--- config.mk ---
export PLATFORM = sky130hd
export DESIGN_NAME = serial_query_command_parser_top
export DESIGN_NICKNAME = d
export VERILOG_FILES = /design/src/hw/rtl/sqcp_pkg.sv /design/src/hw/rtl/sqcp_parser.sv /design/src/hw/rtl/sqcp_reply.sv /design/src/hw/rtl/serial_query_command_parser_top.sv
export SDC_FILE = /design/constraint.sdc
export NUM_CORES = 1
export LEC_CHECK = 0
export ABC_AREA = 1
export BUFFER_PORTS_ARGS = -buffer_cell sky130_fd_sc_hd__buf_2
export CAP_MARGIN = 15
export CORE_ASPECT_RATIO = 0.5
export CORE_MARGIN = 2
export CORE_UTILIZATION = 50
export DETAILED_ROUTE_END_ITERATION = 8
export PLACE_DENSITY = 0.72
export SETUP_SLACK_MARGIN = 0.05
export SKIP_CTS_REPAIR_TIMING = 1
export SYNTH_ARGS = -nofsm -noshare
export SYNTH_HDL_FRONTEND = slang
export SYNTH_SLANG_ARGS = --single-unit
--- constraint.sdc ---
create_clock -name clk -period 1.9 [get_ports clk]
set_clock_uncertainty 0.15 [all_clocks]
set_input_delay 0.19 -clock clk [delete_from_list [all_inputs] [get_ports clk]]
set_output_delay 0.19 -clock clk [all_outputs]
set_load 0.05 [all_outputs]
--- src/hw/rtl/sqcp_pkg.sv ---
// ----------------------------------------------------------------------------
// Serial query command parser package
// Shared types, marks, command words and the identification reply text.
// ----------------------------------------------------------------------------
package sqcp_pkg;

  // Framing marks and line endings.
  localparam logic [7:0] MARK_START = 8'h2A;
  localparam logic [7:0] MARK_END   = 8'h3F;
  localparam logic [7:0] CHAR_CR    = 8'h0D;
  localparam logic [7:0] CHAR_LF    = 8'h0A;

  // Command words, first character first.
  localparam logic [7:0] IDN_0  = 8'h49;
  localparam logic [7:0] IDN_1  = 8'h44;
  localparam logic [7:0] IDN_2  = 8'h4E;
  localparam logic [7:0] TEMP_0 = 8'h54;
  localparam logic [7:0] TEMP_1 = 8'h45;
  localparam logic [7:0] TEMP_2 = 8'h4D;
  localparam logic [7:0] TEMP_3 = 8'h50;

  // Number of payload bytes kept for the word compare.
  localparam int HEAD_LEN = 4;

  // Reply lengths and the byte index width.
  localparam int IDENT_LEN = 34;
  localparam int TEMP_LEN  = 4;
  localparam int IDX_W     = 6;

  // Reply kinds.
  localparam logic REPLY_IDN  = 1'b0;
  localparam logic REPLY_TEMP = 1'b1;

  // Reply request passed from the parser to the reply generator.
  typedef struct packed {
    logic       valid;
    logic       kind;
    logic [7:0] temp_first;
    logic [7:0] temp_second;
  } reply_req_t;

  // One character of the identification string.
  function automatic logic [7:0] ident_char(input logic [IDX_W-1:0] idx);
    logic [7:0] c;
    unique case (idx)
      6'd0:    c = "T";
      6'd1:    c = "h";
      6'd2:    c = "e";
      6'd3:    c = "r";
      6'd4:    c = "m";
      6'd5:    c = "o";
      6'd6:    c = "c";
      6'd7:    c = "o";
      6'd8:    c = "u";
      6'd9:    c = "p";
      6'd10:   c = "l";
      6'd11:   c = "e";
      6'd12:   c = ",";
      6'd13:   c = "S";
      6'd14:   c = "T";
      6'd15:   c = "M";
      6'd16:   c = "3";
      6'd17:   c = "2";
      6'd18:   c = "F";
      6'd19:   c = "1";
      6'd20:   c = ",";
      6'd21:   c = "s";
      6'd22:   c = "/";
      6'd23:   c = "n";
      6'd24:   c = "1";
      6'd25:   c = ",";
      6'd26:   c = "v";
      6'd27:   c = "e";
      6'd28:   c = "r";
      6'd29:   c = "1";
      6'd30:   c = ".";
      6'd31:   c = "0";
      6'd32:   c = CHAR_CR;
      6'd33:   c = CHAR_LF;
      default: c = 8'h00;
    endcase
    return c;
  endfunction

endpackage

--- src/hw/rtl/sqcp_parser.sv ---
// ----------------------------------------------------------------------------
// Serial query command parser: frame parser
// Tracks the start and end marks, keeps the payload count and the leading
// payload bytes, and raises a reply request on a matching end mark.
// ----------------------------------------------------------------------------
module sqcp_parser #(
  parameter int PAYLOAD_DEPTH = 16
) (
  input  logic                clk,
  input  logic                rst_n,
  input  logic                in_tvalid,
  output logic                in_tready,
  input  logic [7:0]          rx_byte,
  input  logic [7:0]          temp_first_byte,
  input  logic [7:0]          temp_second_byte,
  input  logic                req_take,
  output sqcp_pkg::reply_req_t req
);

  localparam int CNT_W = $clog2(PAYLOAD_DEPTH);

  logic             in_cmd_r, in_cmd_nxt;
  logic [CNT_W-1:0] cnt_r, cnt_nxt;
  logic [7:0]       head_r [sqcp_pkg::HEAD_LEN];
  logic             req_vld_r, req_vld_nxt;
  logic             req_kind_r;
  logic [7:0]       req_t0_r;
  logic [7:0]       req_t1_r;

  logic        accept;
  logic [31:0] cnt_ext;
  logic        head_wr;
  logic        is_idn;
  logic        is_temp;

  // A pending request blocks input until the reply generator takes it.
  assign in_tready = !req_vld_r || req_take;
  assign accept    = in_tvalid && in_tready;
  assign cnt_ext   = 32'(cnt_r);
  assign head_wr   = cnt_ext < 32'(sqcp_pkg::HEAD_LEN);

  // Word compare on the stored payload.
  assign is_idn  = (cnt_ext == 32'd3) &&
                   (head_r[0] == sqcp_pkg::IDN_0) &&
                   (head_r[1] == sqcp_pkg::IDN_1) &&
                   (head_r[2] == sqcp_pkg::IDN_2);
  assign is_temp = (cnt_ext == 32'd4) &&
                   (head_r[0] == sqcp_pkg::TEMP_0) &&
                   (head_r[1] == sqcp_pkg::TEMP_1) &&
                   (head_r[2] == sqcp_pkg::TEMP_2) &&
                   (head_r[3] == sqcp_pkg::TEMP_3);

  // Next-state logic for the frame tracker and the request flag.
  always_comb begin
    in_cmd_nxt  = in_cmd_r;
    cnt_nxt     = cnt_r;
    req_vld_nxt = req_vld_r && !req_take;
    if (accept) begin
      if (!in_cmd_r) begin
        if (rx_byte == sqcp_pkg::MARK_START) begin
          in_cmd_nxt = 1'b1;
        end
      end else if (rx_byte == sqcp_pkg::MARK_END) begin
        in_cmd_nxt  = 1'b0;
        cnt_nxt     = '0;
        req_vld_nxt = is_idn || is_temp;
      end else if (cnt_r == CNT_W'(PAYLOAD_DEPTH - 1)) begin
        cnt_nxt = '0;
      end else begin
        cnt_nxt = cnt_r + 1'b1;
      end
    end
  end

  // Control state.
  always_ff @(posedge clk) begin
    if (!rst_n) begin
      in_cmd_r  <= 1'b0;
      cnt_r     <= '0;
      req_vld_r <= 1'b0;
    end else begin
      in_cmd_r  <= in_cmd_nxt;
      cnt_r     <= cnt_nxt;
      req_vld_r <= req_vld_nxt;
    end
  end

  // Leading payload bytes; the payload count wraps, so bytes after the wrap overwrite them.
  always_ff @(posedge clk) begin
    if (accept && in_cmd_r && rx_byte != sqcp_pkg::MARK_END && head_wr) begin
      head_r[cnt_r[1:0]] <= rx_byte;
    end
  end

  // Request payload, captured on the end mark.
  always_ff @(posedge clk) begin
    if (accept && in_cmd_r && rx_byte == sqcp_pkg::MARK_END) begin
      req_kind_r <= is_temp ? sqcp_pkg::REPLY_TEMP : sqcp_pkg::REPLY_IDN;
      req_t0_r   <= temp_first_byte;
      req_t1_r   <= temp_second_byte;
    end
  end

  assign req = '{valid: req_vld_r, kind: req_kind_r,
                 temp_first: req_t0_r, temp_second: req_t1_r};

endmodule

--- src/hw/rtl/sqcp_reply.sv ---
// ----------------------------------------------------------------------------
// Serial query command parser: reply generator
// Steps through the bytes of one reply and loads them into the output
// register, one byte per transfer.
// ----------------------------------------------------------------------------
module sqcp_reply (
  input  logic                 clk,
  input  logic                 rst_n,
  input  sqcp_pkg::reply_req_t req,
  output logic                 req_take,
  output logic                 out_tvalid,
  input  logic                 out_tready,
  output logic [7:0]           out_tdata,
  output logic                 out_tlast
);

  logic                       busy_r, busy_nxt;
  logic                       kind_r;
  logic [7:0]                 t0_r;
  logic [7:0]                 t1_r;
  logic [sqcp_pkg::IDX_W-1:0] idx_r, idx_nxt;
  logic                       ovld_r, ovld_nxt;
  logic [7:0]                 odata_r;
  logic                       olast_r;

  logic       load;
  logic [7:0] byte_sel;
  logic       last_sel;

  // A new reply starts only once the previous one has been fully loaded.
  assign req_take = !busy_r;
  assign load     = busy_r && (!ovld_r || out_tready);

  // Byte and end flag for the current index.
  always_comb begin
    if (kind_r == sqcp_pkg::REPLY_TEMP) begin
      unique case (idx_r[1:0])
        2'd0:    byte_sel = t0_r;
        2'd1:    byte_sel = t1_r;
        2'd2:    byte_sel = sqcp_pkg::CHAR_CR;
        default: byte_sel = sqcp_pkg::CHAR_LF;
      endcase
      last_sel = idx_r == sqcp_pkg::IDX_W'(sqcp_pkg::TEMP_LEN - 1);
    end else begin
      byte_sel = sqcp_pkg::ident_char(idx_r);
      last_sel = idx_r == sqcp_pkg::IDX_W'(sqcp_pkg::IDENT_LEN - 1);
    end
  end

  // Sequencer and output valid.
  always_comb begin
    busy_nxt = busy_r;
    idx_nxt  = idx_r;
    ovld_nxt = ovld_r && !out_tready;
    if (load) begin
      ovld_nxt = 1'b1;
      idx_nxt  = idx_r + 1'b1;
      if (last_sel) begin
        busy_nxt = 1'b0;
      end
    end else if (req_take && req.valid) begin
      busy_nxt = 1'b1;
      idx_nxt  = '0;
    end
  end

  always_ff @(posedge clk) begin
    if (!rst_n) begin
      busy_r <= 1'b0;
      idx_r  <= '0;
      ovld_r <= 1'b0;
    end else begin
      busy_r <= busy_nxt;
      idx_r  <= idx_nxt;
      ovld_r <= ovld_nxt;
    end
  end

  // Reply parameters, held for the whole reply.
  always_ff @(posedge clk) begin
    if (req_take && req.valid) begin
      kind_r <= req.kind;
      t0_r   <= req.temp_first;
      t1_r   <= req.temp_second;
    end
  end

  // Output register.
  always_ff @(posedge clk) begin
    if (load) begin
      odata_r <= byte_sel;
      olast_r <= last_sel;
    end
  end

  assign out_tvalid = ovld_r;
  assign out_tdata  = odata_r;
  assign out_tlast  = olast_r;

endmodule

--- src/hw/rtl/serial_query_command_parser_top.sv ---
// ----------------------------------------------------------------------------
// Serial query command parser
// Parses '*'...'?' framed queries from a byte stream and answers IDN and
// TEMP with reply byte streams.
// ----------------------------------------------------------------------------
//  Channel | Ports  | Contents
//  input   | in_*   | tdata[7:0] rx_byte, [15:8] temp_first_byte,
//          |        | [23:16] temp_second_byte
//  result  | out_*  | tdata[7:0] tx_byte, tlast last_of_reply
//
//  Input bytes are taken one per cycle; bytes other than a matching end
//  mark cause no result. A matching end mark starts a reply that leaves
//  the output register at one byte per cycle (34 for IDN, 4 for TEMP),
//  set by the reply sequencer. One further query may be taken and held
//  while a reply runs; input then stalls until that reply is loaded.
//  Reset is synchronous and active low; no clearing pass. Output stalls
//  hold the reply byte and back-pressure the sequencer.
// ----------------------------------------------------------------------------
module serial_query_command_parser_top #(
  parameter int PAYLOAD_DEPTH = 16
) (
  input  logic        clk,
  input  logic        rst_n,
  input  logic        in_tvalid,
  output logic        in_tready,
  input  logic [23:0] in_tdata,   // rx_byte, temp_first_byte, temp_second_byte
  output logic        out_tvalid,
  input  logic        out_tready,
  output logic [7:0]  out_tdata,  // tx_byte
  output logic        out_tlast
);

  sqcp_pkg::reply_req_t req;
  logic                 req_take;

  // Frame parsing and word compare.
  sqcp_parser #(
    .PAYLOAD_DEPTH(PAYLOAD_DEPTH)
  ) u_parser (
    .clk              (clk),
    .rst_n            (rst_n),
    .in_tvalid        (in_tvalid),
    .in_tready        (in_tready),
    .rx_byte          (in_tdata[7:0]),
    .temp_first_byte  (in_tdata[15:8]),
    .temp_second_byte (in_tdata[23:16]),
    .req_take         (req_take),
    .req              (req)
  );

  // Reply sequencing and output register.
  sqcp_reply u_reply (
    .clk        (clk),
    .rst_n      (rst_n),
    .req        (req),
    .req_take   (req_take),
    .out_tvalid (out_tvalid),
    .out_tready (out_tready),
    .out_tdata  (out_tdata),
    .out_tlast  (out_tlast)
  );

endmodule

==> parameters.txt <==
Parameter                              Value

Status
  Run status ... finished, violations left
  Failing checks ... setup timing

Clock network
  Number of sinks handled by clock tree synthesis ... 96
  Clock latency at the later pin of the worst-skew pair ... 0.34 ns
  Clock tree from TritonCTS ... built
  Clock Pin Slew Worst Setup and Hold Paths ... 0.07 ns
  Clk root buf ... sky130_fd_sc_hd__clkbuf_16
  Count of H-tree levels built during CTS ... 3
  Number of buffers created by CTS ... 9
  Maximum clock insertion buffer count ... 2

Synth
  Yosys warns ... 0
  Mean cell area of the mapped netlist ... 10.7 um2
  Count of unique library cells instantiated by Yosys ... 38
  Count of mapped cells out of synthesis ... 397
  Synth Register Bits ... 96
  Post-synthesis sequential area ratio ... 0.631
  Cell area after synthesis ... 0.00424 mm2
  Synth Net Count ... 440

Critical path
  Family with the most delay on the worst path ... simple AND/OR/NAND/NOR gates
  Startpoint type of the worst setup path ... flop
  Source of the worst register-to-register timing path ... u_reply.idx_r[0]
  Slowest cell on crit path ... sky130_fd_sc_hd__dfxtp_4
  FF-to-FF path depth ... 13
  Crit path capture type ... flop
  Critical path start-end classification ... reg -> reg
  Arrival time of data at the critical path endpoint ... 2.03 ns
  Biggest cell delay along the critical path ... 0.38 ns
  CP Buf/Inv Count ... 2
  Worst path required time ... 1.99 ns
  Top fanout value on the critical path ... 6
  Reg-to-reg slack, setup ... -0.04 ns
  Ordered cell list for the critical path ... inv_4, ha_4, nand2_2, nand2_2, nand2_4, ha_4, inv_2, nand2_2, nand2_1, nor2_1, nand2_1, nand3_1, nand2_1

Floorplanning
  Core outline area ... 0.00812 mm2
  Die span in x ... 134 um
  Area enclosed by the die boundary ... 0.00927 mm2
  Starting Density ... 0.522
  Count of pins on the block boundary ... 39
  Placement Rows ... 23
  Die boundary height ... 69.1 um

Route
  Post-Route WL ... 9.57 mm
  Via/cell ratio ... 5.25
  DR vias ... 3298
  DRC errors left ... 0
  Average wire per cell in the routed design ... 15.2 um
  Detailed-routing iteration count for the pre-antenna-repair pass ... 5
  Starting DRC count in detailed routing ... 286
  Number of nets with antenna violations after routing ... 0

Job
  MaxCap Viol Count ... 0

Place
  Port Buf Inserts ... 38
  Half-perimeter wire length after detailed placement ... 6.52 mm
  Dpl cell area ... 0.00490 mm2
  Final estimated routing congestion in global placement ... 0.884

Pwr
  Part of the total power dissipated in sequential elements ... 0.530
  Switching power ... 864 uW
  Standby leakage power ... 0.00228 uW
  Power share of the combinational group ... 0.025
  Power per cell area ... 747 mW/mm2
  Max VDD drop ... 0.000569 V
  Sw Share ... 0.204
  Internal power ... 3360 uW
  PnR Total Power ... 4230 uW
  Clock power share ... 0.445

STA
  Smallest setup slack after layout ... -0.0426 ns
  Relative slew slack ... 0.715
  Shortest period the worst path allows ... 1.94 ns
  Slew Limit Fails ... 0
  Setup repair after global routing missed its margin ... yes
  Final Hold Viols ... 0
  Highest clock frequency the design can meet ... 515 MHz
  Post-route fraction of the period consumed by the critical path ... 1.02
  Slew at the pin closest to its max-slew limit ... 0.423 ns
  Final Setup Violations ... 2

Min path
  HP Class ... in -> reg
  Worst hold path depth ... 2
  Hold Path Sink ... u_parser.head_r[1][4]
  Worst Hold Launch ... in_tdata[4]

Global route
  Number of global-route vias before repair ... 3104
  Global route total overflow ... 0
  Antenna violations before repair ... 0
  Total routing usage reported by global routing ... 0.208
  Wire length of the first global-routing pass ... 14.7 mm
  Maximum number of pins on one net before global-route repair ... 20

Final layout
  Fraction of final layout cells sized beyond drive strength 1 ... 0.314
  Leading cell type in the layout, fill and taps excluded ... sky130_fd_sc_hd__edfxtp_1
  Post-Layout Inst Area ... 0.00566 mm2
  Area grow syn2layout ... 33.6%
  Number of antenna repair diodes ... 0
  Commonest cells after routing, fill and taps aside ... 75 x sky130_fd_sc_hd__edfxtp_1, 67 x sky130_fd_sc_hd__nand2_1, 48 x sky130_fd_sc_hd__buf_4, 39 x sky130_fd_sc_hd__inv_1, 38 x sky130_fd_sc_hd__buf_2
  Final layout net count ... 554
power by group through the flow:
stage / Sequential (uW) / Combinational (uW) / Clock (uW)
after floorplan: 2290 / 14.6 / 0
after global placement: 2290 / 63.8 / 0
after detailed placement: 2290 / 65.0 / 0
after CTS: 2250 / 65.4 / 1910
after global routing: 2240 / 114 / 1980
final: 2240 / 105 / 1880
logic make-up after synthesis:
group	after synthesis	share of synthesized area
flip-flops	96	0.631
XOR/XNOR	1	0.00207
AO/OA/AOI/OAI	41	0.0617
buffers and inverters	57	0.0552
AND/OR/NAND/NOR	187	0.206
adder cells (fa/ha/maj)	15	0.0443
cells in the mapped netlist, drive strengths merged:
library cell,instances,area share
nand3b,2,0.0035
clkinv,1,0.00089
clkbuf,3,0.0030
o211ai,1,0.0018
buf,3,0.0065
xor2,1,0.0021
a22o,6,0.012
nor3b,1,0.0018
nor2,39,0.039
nor4b,1,0.0021
nand2,86,0.082
o31ai,1,0.0018
ha,15,0.044
a221oi,2,0.0041
o21ai,11,0.013
nor3,8,0.0095
dfxtp,21,0.099
nand4,13,0.019
a41oi,1,0.0021
and3,1,0.0015
nand3,32,0.041
a21oi,15,0.020
inv,50,0.045
nor4,4,0.0059
a211oi,1,0.0018
edfxtp,75,0.53
a31oi,3,0.0044
metal layers:
metal	global-route usage	vias up	wire (um)
li1	-	1601	-
met1	0.261	1569	4090
met2	0.355	111	4850
met3	0.0581	17	509
met4	0.0573	0	112
met5	0	-	0
per-stage QoR:
stage / setup WS [ns] / util / hold WS, ns / TNS (ns) / instances
global route: -0.115 / 0.698 / 0.0138 / -0.632 / 628
detailed placement: -0.136 / 0.604 / 0.219 / -0.560 / 577
finish: -0.0426 / 0.698 / 0.0185 / -0.0684 / 628
CTS: -0.139 / 0.643 / -0.140 / -0.613 / 593
global placement: -0.0560 / 0.604 / 0.217 / -0.171 / 577
floorplan: -0.0384 / - / 0.139 / -0.186 / 397
worst reg2reg max path, delay by kind of cell, from the launching register on:
family	cells	cell delay, ns
buffers and inverters	2	0.09
and+or+nand+nor	9	0.65
adders and majority gates	2	0.58
DFF	1	0.38
registers in the layout, indices dropped and copies added (netlist names), named ones only:
name	flops
u_parser.cnt_r	4
u_reply.out_tvalid	1
u_reply.t0_r	8
u_parser.req_t0_r	8
u_reply.busy_r	1
u_parser.req_vld_r	1
u_reply.out_tdata	8
u_parser.head_r	32
u_parser.req_kind_r	1
u_reply.t1_r	8
u_reply.idx_r	6
u_reply.kind_r	1
u_parser.in_cmd_r	1
u_parser.req_t1_r	8
u_reply.out_tlast	1
how the worst max path moves through the flow:
stage / end / slack, ns / from / cells past startpoint
floorplan: flop / -0.04 / u_reply.out_tvalid / 12
global placement: flop / -0.06 / u_reply.idx_r[0] / 13
detailed placement: flop / -0.14 / out_tready / 14
CTS: flop / -0.14 / u_reply.out_tvalid / 12
global route: flop / -0.11 / u_reply.idx_r[0] / 13
finish: flop / -0.04 / u_reply.idx_r[0] / 13
layout make-up:
class | count | area [um2]
Clock buffer | 9 | 225
Clock inverter | 7 | 95.1
Fill cell | 573 | 2450
Inverter | 51 | 199
Multi-Input combinational cell | 244 | 1520
Sequential cell | 96 | 2690
Tap cell | 112 | 140
Timing Repair Buffer | 109 | 791
No activity file was read; power rests on OpenSTA's default activity.
